[config.mk]
export PLATFORM = sky130hd
export DESIGN_NAME = ssnpp_front
export DESIGN_NICKNAME = d
export VERILOG_FILES = /design/src/design/ssnpp_pkg.sv /design/src/design/ssnpp_front.sv
export SDC_FILE = /design/constraint.sdc
export NUM_CORES = 1
export LEC_CHECK = 0
export ABC_AREA = 1
export ABC_CLOCK_PERIOD_IN_PS = 9800
export BUFFER_PORTS_ARGS = -buffer_cell sky130_fd_sc_hd__buf_2
export CAP_MARGIN = 10
export CELL_PAD_IN_SITES_DETAIL_PLACEMENT = 2
export CELL_PAD_IN_SITES_GLOBAL_PLACEMENT = 2
export CORE_MARGIN = 3
export CORE_UTILIZATION = 35
export DETAILED_ROUTE_END_ITERATION = 8
export PLACE_DENSITY_LB_ADDON = 0.1
export SYNTH_ARGS = -nofsm -noshare
export SYNTH_HDL_FRONTEND = slang
export SYNTH_SLANG_ARGS = --single-unit
[constraint.sdc]
create_clock -name clk -period 9.8 [get_ports clk]
set_clock_uncertainty 0.05 [all_clocks]
set_input_delay 0 -clock clk [delete_from_list [all_inputs] [get_ports clk]]
set_output_delay 0 -clock clk [all_outputs]
set_load 0.1 [all_outputs]
[src/design/ssnpp_pkg.sv]
// shared types and constants for the screen-space nearest point pick core
// depends on nothing; used by every module of the block

package ssnpp_pkg;

	localparam int unsigned IDX_W = 3;

	typedef enum logic [IDX_W-1:0] {
		REG_WIDTH  = 3'd0,
		REG_HEIGHT = 3'd1,
		REG_CUR_X  = 3'd2,
		REG_CUR_Y  = 3'd3,
		REG_RADIUS = 3'd4
	} reg_idx_t;

	localparam int unsigned MODE_ROW = 0;
	localparam int unsigned MODE_OBJ = 1;

	localparam logic signed [31:0] PIX_SAT_HI = 32'sd131071;
	localparam logic signed [31:0] PIX_SAT_LO = -32'sd65536;

	// item handed from front to back through the queue
	typedef struct packed {
		logic        is_obj;
		logic [1:0]  row;
		logic [31:0] a;
		logic [31:0] b;
		logic [31:0] c;
		logic [31:0] d;
		logic [15:0] id;
		logic        last;
	} qitem_t;

	// viewport and cursor settings seen by the back end
	typedef struct packed {
		logic [12:0] width;
		logic [12:0] height;
		logic [15:0] cur_x;
		logic [15:0] cur_y;
	} view_cfg_t;

	// floor(v / 2^s) of a signed product, arithmetic shift is a floor
	function automatic logic signed [63:0] fshift(input logic signed [63:0] v,
			input int unsigned s);
		fshift = v >>> s;
	endfunction

endpackage

[src/design/ssnpp_front.sv]
// front end: accepts items, keeps them in a short queue for the back end
// depends on ssnpp_pkg

module ssnpp_front #(
	parameter int unsigned DEPTH_LOG2 = 1
) (
	input  logic              clk,
	input  logic              arst_n,
	input  logic              in_valid,
	output logic              in_ready,
	input  ssnpp_pkg::qitem_t in_item,
	output logic              q_valid,
	input  logic              q_take,
	output ssnpp_pkg::qitem_t q_item
);

	localparam int unsigned DEPTH = 1 << DEPTH_LOG2;

	ssnpp_pkg::qitem_t          mem_q [DEPTH];
	logic [DEPTH_LOG2-1:0]      wp_q, rp_q;
	logic [DEPTH_LOG2:0]        cnt_q;
	logic                       push, pop;

	assign in_ready = (cnt_q != DEPTH_LOG2'(0) + (DEPTH_LOG2+1)'(DEPTH));
	assign q_valid  = (cnt_q != '0);
	assign push     = in_valid && in_ready;
	assign pop      = q_valid && q_take;
	assign q_item   = mem_q[rp_q];

	always_ff @(posedge clk) begin
		if (push) begin
			mem_q[wp_q] <= in_item;
		end
	end

	always_ff @(posedge clk or negedge arst_n) begin
		if (!arst_n) begin
			wp_q  <= '0;
			rp_q  <= '0;
			cnt_q <= '0;
		end else begin
			if (push) wp_q <= wp_q + 1'b1;
			if (pop)  rp_q <= rp_q + 1'b1;
			cnt_q <= cnt_q + (DEPTH_LOG2+1)'(push) - (DEPTH_LOG2+1)'(pop);
		end
	end

endmodule

# ---- After elaboration in Yosys (flattened, before gate mapping)
# Memory sizes are Yosys's and may differ from the RTL's.
# Index checks and enable logic that the tools add are counted.
dict set report op_classes {
  n_addsub 4
  n_eq_ne 1
  mux 2
  reduce_logical 3
}
# cell count
set ops {}
lappend ops {{$add A1 B1 Y1 const B} 2}
lappend ops {{$add A2 B1 Y2} 1}
lappend ops {{$logic_and A1 B1 Y1} 2}
lappend ops {{$mux W1} 2}
lappend ops {{$ne A2 B2 Y1 const B} 1}
lappend ops {{$reduce_bool A2 Y1} 1}
lappend ops {{$sub A2 B1 Y2} 1}
dict set report totals {
  register_bits 4
  ram_bits 296
  in_bits 152
  out_inout_bits 150
  wordCells 14
  n_memories 1
}
# name depth word_bits read_ports rd_clocked_by_memory_dff write_ports line_no
set memory_table {}
lappend memory_table {mem_q 2 148 1 0 1 ssnpp_front.sv:19} ;# ssnpp_pkg::qitem_t mem_q [DEPTH];

# ---- Depth between registers and ports, before layout
# Gate-level depths: netlist (run 1).
dict set report logic_depth {
  word_depth 4
  depth_mapped 12
  depth_no_buf 12
}

# ---- Worst setup path after synthesis (run 1)
# Ideal clock, no wire load.
dict set report synth_timing {
  kind {register to register}
  start {register cnt_q[1]}
  end {memory mem_q[1][0] (netlist bit) (enable)}
  setup_time_ns 0.660
  arrival_ns 7.576
  required_ns 9.090
  path_slack_ns 1.514
  path_stages_with_launch 4
  period_less_slack_ns 8.286
  cell_sequence {dfrtp_1 nand2_1 nand2_1 nor2_1}
}
dict set report synth_via {
  elab_chain_cells 4
}
# item line_no
set synth_lines {}
lappend synth_lines {{start, declared} ssnpp_front.sv:21} ;# logic [DEPTH_LOG2:0] cnt_q;
lappend synth_lines {{start signal, assigned} ssnpp_front.sv:44} ;# cnt_q <= cnt_q + (DEPTH_LOG2+1)'(push) - (DEPTH_LOG2+1)'(pop);
lappend synth_lines {{$ne A2 B2 Y1} ssnpp_front.sv:24} ;# assign in_ready = (cnt_q != DEPTH_LOG2'(0) + (DEPTH_LOG2+1)'(DEPTH));
lappend synth_lines {{via in_ready} ssnpp_front.sv:10} ;# output logic in_ready,
lappend synth_lines {{$logic_and A1 B1 Y1} ssnpp_front.sv:26} ;# assign push = in_valid && in_ready;
lappend synth_lines {{$mux W1} ssnpp_front.sv:31} ;# if (push) begin
lappend synth_lines {{$mux W1 (not written as such)} ssnpp_front.sv:32} ;# mem_q[wp_q] <= in_item;
lappend synth_lines {{end, declared} ssnpp_front.sv:19}
# The timed path passes the listed nets, and every way through them passes these cells.

==> results of run 1 <==
## sequential cells by signal, summed over array words and instances, names as in the netlist
| register | flops |
|---|---|
| cnt_q | 2 |
| mem_q | 296 |
| rp_q | 1 |
| wp_q | 1 |
## routing by layer
layer	wire [microns]	global-route usage (%)	share of wire, %	up-vias
li1	-	-	-	3647
met1	13390	22.61	39	3936
met2	17890	36.06	53	223
met3	1970	4.551	5.8	51
met4	778	5.271	2.3	0
met5	0	0	0	-
## worst max-delay path, stage by stage, from the launching register on
cell     delay [ns]
dfrtp_4        0.80
inv_4          0.92
buf_4          0.69
nand2_1        0.13
nand2_1        0.15
buf_2          0.45
## through the flow
| stage | setup WS [ns] | area [sq um] | utilization, % |
|---|---|---|---|
| floorplan | 1.515 | 11050 | - |
| global placement | 6.459 | 12850 | 41.67 |
| detailed placement | 6.483 | 12850 | 41.67 |
| CTS | 5.883 | 15500 | 50.27 |
| global route | 5.720 | 15500 | 50.28 |
| finish | 6.009 | 15500 | 50.29 |
## timing repair
action | 4_1_cts | 5_1_grt
hold buffers | 152 | 0
setup endpoints to repair | 0 | 0
endpoints found under the hold margin | 304 | 0
gates resized for setup | 0 | 0
## layout make-up
type | instances | area [sq um] | area share [%]
diodes | 3 | 7.507 | 0.04842
clock buffers | 46 | 959.7 | 6.189
clock inverters | 15 | 168.9 | 1.089
inverters | 8 | 32.53 | 0.2098
multi-input cells | 464 | 1775 | 11.45
flip-flops and latches | 300 | 8992 | 58.00
well taps | 396 | 495.5 | 3.196
repair buffers | 459 | 3073 | 19.82
## layout by cell type (no fill, tap or decap)
cell	instances
dfrtp_4	1
dlygate4sd3_1	152
dfrtp_1	3
edfxtp_1	296
clkinv_1	5
o21ai_0	1
nand2_1	453
clkbuf_1	9
diode_2	3
inv_1	7
nor2_4	2
a21oi_1	1
clkbuf_16	37
ha_1	1
nand3_1	2
bufinv_16	4
inv_4	1
buf_2	301
clkinv_2	6
xor2_1	1
nor2_1	3
buf_4	6
## final timing paths
kind / end / startpoint / slack, ns
setup / recovery: q_item[24] / rp_q / 6.01
hold / removal: mem_q[1][129] / in_item[129] / 0.17
setup reg to reg: mem_q[1][108] / cnt_q[1] / 6.86
hold reg to reg: cnt_q[0] / cnt_q[0] / 0.52
max in group asynchronous: rp_q / arst_n / 9.10
min in group asynchronous: wp_q / arst_n / 0.39
## logic make-up (layout without fill, tap and decap cells)
group                    after synthesis  in the layout  synth area share (%)
XOR/XNOR                               1              1               0.07930
AND/OR/NAND/NOR                      460            460                 15.65
AO/OA/AOI/OAI                          2              2               0.09052
other                                  0              3                     0
buffers and inverters                 41            528                 2.696
adder cells (fa/ha/maj)                1              1                0.1132
flip-flops                           300            300                 81.37
==> reports/qor.csv, run 1 <==
metric,value,unit
placed cell count,1475,
grt ovf,0,
Non-Filler Instances,1691,
IO Pins,302,
DIE WIDTH,183.7,microns
reg2reg path depth,4,
"Req. time, crit path",9.75,ns
Max Cap Viol,0,
first-pass GRT wire length,50540,microns
initial drt markers,283,
Layout area overhead,40.36,%
total setup buffers inserted after CTS,0,
Final ANT Viol Nets,0,
Post-Syn Instances,805,
Total GRT Usage,19.47,%
Mapped Nets,958,
TNS Setup,0,ns
vias in the first global route,8867,
"EDFF count, synth",296,
post-synth top area share,80.46,%
Initial Util,35.83,%
most common cell in the netlist,nand2_1,
Most used DFF post-synth,edfxtp_1,
area of the die,33730,sq um
max-slew violation count,0,
critical path type,flop to primary output,
synth top area cells,"edfxtp_1 80%, nand2_1 15%, buf_6 1.4%",
DRC,0,
HP Class,input port to flop,
worst hold slack,0.1716,ns
dpl hpwl,19540,microns
Cell Rows,64,
largest net degree at the start of global routing,96,
Wirelength per Cell,20.12,microns
crit start category,flop,
vias,7857,
"Cell Area, Synth",11050,sq um
CTS buffer count,35,
Seq cells post-synth,300,
post-synthesis cell type count,15,
RSZ-0062 raised after global routing,false,
fillers,3009,
CTS Sinks,300,
# setup viols final,0,
layout cell share with drive strength beyond 1,27.71,%
total detailed-routing wirelength,34020,microns
Synth Warn #,0,
TritonRoute pass-1 iters,6,
Final Hold Viols,0,
CTS tree,yes,
Port-buffer cells,301,
Die H,183.7,microns
clock latency on the worst-skew pair,0.50,ns
syn avg cell area,13.72,sq um
H-Tree Level Count,2,
critical-path maximum fanout,95,
Hold Path Cell Cnt,2,
via/cell ratio,4.646,
post-synth top area cell,edfxtp_1,
Max Buffers Root-to-Sink,3,
crit end category,primary output,
Slew @ Worst Pin,1.073,ns
Worst-path clk slew,0.06,ns
min cycle time layout,3.791,ns
most frequent cells after synthesis,"453 x nand2_1, 296 x edfxtp_1, 17 x buf_2",
clock root buffer,clkbuf_16,
Max Freq,0.2638,GHz
WP data arrival,3.74,ns
status,completed,
max_slew headroom,28.49,%
Routability Congestion,0.6941,
Core ar.,30830,sq um
Final #Nets,1421,
fin crit share,38.69,%
sequential area share after synthesis,81.37,%
initial antenna violation count,3,
Post-synth ARST share,1.333,%
Power of run 1 is not shown: default switching activity piles up to over one toggle a cycle in this logic, so the estimate is an artifact.
==> inputs of run 2 (changes only) <==
--- a/config.mk
+++ b/config.mk
@@ -6,7 +6,7 @@
 export NUM_CORES = 1
 export LEC_CHECK = 0
 export ABC_AREA = 1
-export ABC_CLOCK_PERIOD_IN_PS = 9800
+export ABC_CLOCK_PERIOD_IN_PS = 3800
 export BUFFER_PORTS_ARGS = -buffer_cell sky130_fd_sc_hd__buf_2
 export CAP_MARGIN = 10
 export CELL_PAD_IN_SITES_DETAIL_PLACEMENT = 2
==> constraint.sdc (replaced) <==
create_clock -name clk -period 3.8 [get_ports clk]
set_clock_uncertainty 0.05 [all_clocks]
set_input_delay 0 -clock clk [delete_from_list [all_inputs] [get_ports clk]]
set_output_delay 0 -clock clk [all_outputs]
set_load 0.1 [all_outputs]
==> run 2 against run 1 <==
Net effect:
- via count decreased by 0.95%
- wire length is 3.4% lower
- cell count decreased by 0.18%
- clock-buffer cell count is 5 lower
- critical endpoint is now q_item[89]
- largest cell class unchanged
==> reports/qor.csv, run 2 (synthesized netlist as in run 1, its figures left out) <==
metric,value,unit,change
fillers,2998,,-0.37%
initial antenna violation count,1,,-2
Cell Rows,64,,unchanged
"slowest stage cell, crit path",dfrtp_4,,
Core ar.,30830,sq um,unchanged
largest net degree at the start of global routing,83,,-14%
vias,7782,,-0.95%
# setup viols final,0,,unchanged
WP data arrival,2.74,ns,-1.00 ns
Final #Nets,1422,,+0.070%
area of the die,33730,sq um,unchanged
Max Buffers Root-to-Sink,3,,unchanged
first-pass GRT wire length,49740,microns,-1.6%
grt ovf,0,,unchanged
crit start category,flop,,
min cycle time layout,2.786,ns,
H-Tree Level Count,2,,unchanged
Biggest register,mem_q,,
CTS-repair resized insts,0,,unchanged
Worst-path clk slew,0.06,ns,about the same
Max Freq,0.3590,GHz,
total setup buffers inserted after CTS,0,,unchanged
Slew @ Worst Pin,1.015,ns,-0.05787 ns
via/cell ratio,4.610,,-0.78%
max_slew headroom,32.35,%,+3.9 points
Total GRT Usage,19.12,%,-0.35 points
crit-path most repeated cell,nand2_1,,
Crit path max-delay family,flip-flops,,
TritonRoute pass-1 iters,4,,-2
fin crit share,73.31,%,
crit end category,primary output,,
Wirelength per Cell,19.46,microns,-3.3%
vias in the first global route,8831,,-0.41%
total detailed-routing wirelength,32850,microns,-3.4%
most frequent cells in the layout,"452 x nand2_1, 301 x buf_2, 296 x edfxtp_1, 152 x dlygate4sd3_1, 35 x clkbuf_16",,
initial drt markers,302,,+6.7%
status,completed,,
CTS tree,yes,,
Die H,183.7,microns,unchanged
clock latency on the worst-skew pair,0.50,ns,about the same
Final Hold Viols,0,,unchanged
CTS buffer count,35,,unchanged
Port-buffer cells,301,,unchanged
biggest regs,"mem_q x296, cnt_q x2",,
IO Pins,302,,unchanged
CP Cell Sequence,buf_12 -> nand2_1 -> nand2_1 -> buf_2,,
Initial Util,35.83,%,unchanged
Final ANT Viol Nets,0,,unchanged
dpl hpwl,19780,microns,+1.2%
critical path type,flop to primary output,,
Routability Congestion,0.7114,,+2.5%
TNS Setup,0,ns,unchanged
Max Cap Viol,0,,unchanged
CTS Sinks,300,,unchanged
layout cell share with drive strength beyond 1,27.58,%,-0.13 points
max-slew violation count,0,,unchanged
Max stage delay on crit path,1.07,ns,+0.15 ns
max FFs per register,296,,unchanged
"commonest non-fill, non-tap cell in the layout",nand2_1,,
clock root buffer,clkbuf_16,,
RSZ-0062 raised after global routing,false,,
HP Class,input port to flop,,
sum of buffers and inverters on the critical path,2,,-1
critical-path maximum fanout,82,,-14%
Layout area overhead,39.88,%,
DIE WIDTH,183.7,microns,unchanged
"Req. time, crit path",3.75,ns,-6.00 ns
DRC,0,,unchanged
run 2: changes by cell type in the layout (fill, tap and decap cells not counted), sizes merged:
cell	delta
clkbuf	-5
bufinv	-4
clkinv	+4
inv	+3
diode	-2
buf	+1
run 2: worst register-to-register path: cells and delay by family, from the launching register on:
family / cells / cell delay [ns]
flip-flops: 1 / 0.45
AND/OR/NAND/NOR: 3 / 0.48
buffers and inverters: 1 / 0.76
run 2: repair_timing:
item | in CTS | in global routing
setup endpoints to repair | 0 | 0
hold endpoints to repair | 304 | 0
hold buffers | 152 | 0
run 2: routing by layer:
| layer | up-vias | global-route usage (%) | share of wire (%) |
|---|---|---|---|
| met1 | 3864 | 22.60 | 39 |
| met5 | - | 0 | 0 |
| met4 | 0 | 4.906 | 2.1 |
| met3 | 50 | 4.234 | 5.5 |
| li1 | 3646 | - | - |
| met2 | 222 | 35.29 | 53 |
run 2: final timing paths:
kind / cells past startpoint / from / to / slack, ns
setup / recovery: 4 / rp_q / q_item[89] / 1.01
hold / removal: 2 / in_item[121] / mem_q[1][121] / 0.17
setup reg to reg: 4 / cnt_q[1] / mem_q[1][25] / 1.64
hold reg to reg: 1 / cnt_q[0] / cnt_q[0] / 0.51
max in group asynchronous: 3 / arst_n / rp_q / 3.10
min in group asynchronous: 3 / arst_n / cnt_q[1] / 0.40
run 2: cell type report:
type	instances	area, sq um	area share, %
flip-flops and latches	300	8992	58.19
repair buffers	460	3156	20.42
multi-input cells	464	1783	11.54
clock buffers	41	898.4	5.814
well taps	396	495.5	3.206
clock inverters	18	92.59	0.5992
inverters	8	32.53	0.2105
diodes	1	2.502	0.01619
run 2: metrics by stage:
| stage | setup slack [ns] | util (%) | hold WS, ns | instances | area (sq um) |
|---|---|---|---|---|---|
| 2_1_floorplan | 0.1333 | - | -0.3456 | 805 | 11070 |
| 3_3_place_gp | 1.527 | 41.96 | -0.2321 | 1476 | 12940 |
| 3_5_place_dp | 1.539 | 41.96 | -0.2314 | 1476 | 12940 |
| 4_1_cts | 0.9994 | 50.11 | 0.1416 | 1687 | 15450 |
| 5_1_grt | 0.8797 | 50.12 | 0.1624 | 1688 | 15450 |
| 6_report | 1.014 | 50.12 | 0.1722 | 1688 | 15450 |
Power of run 2 is left out for the same reason.
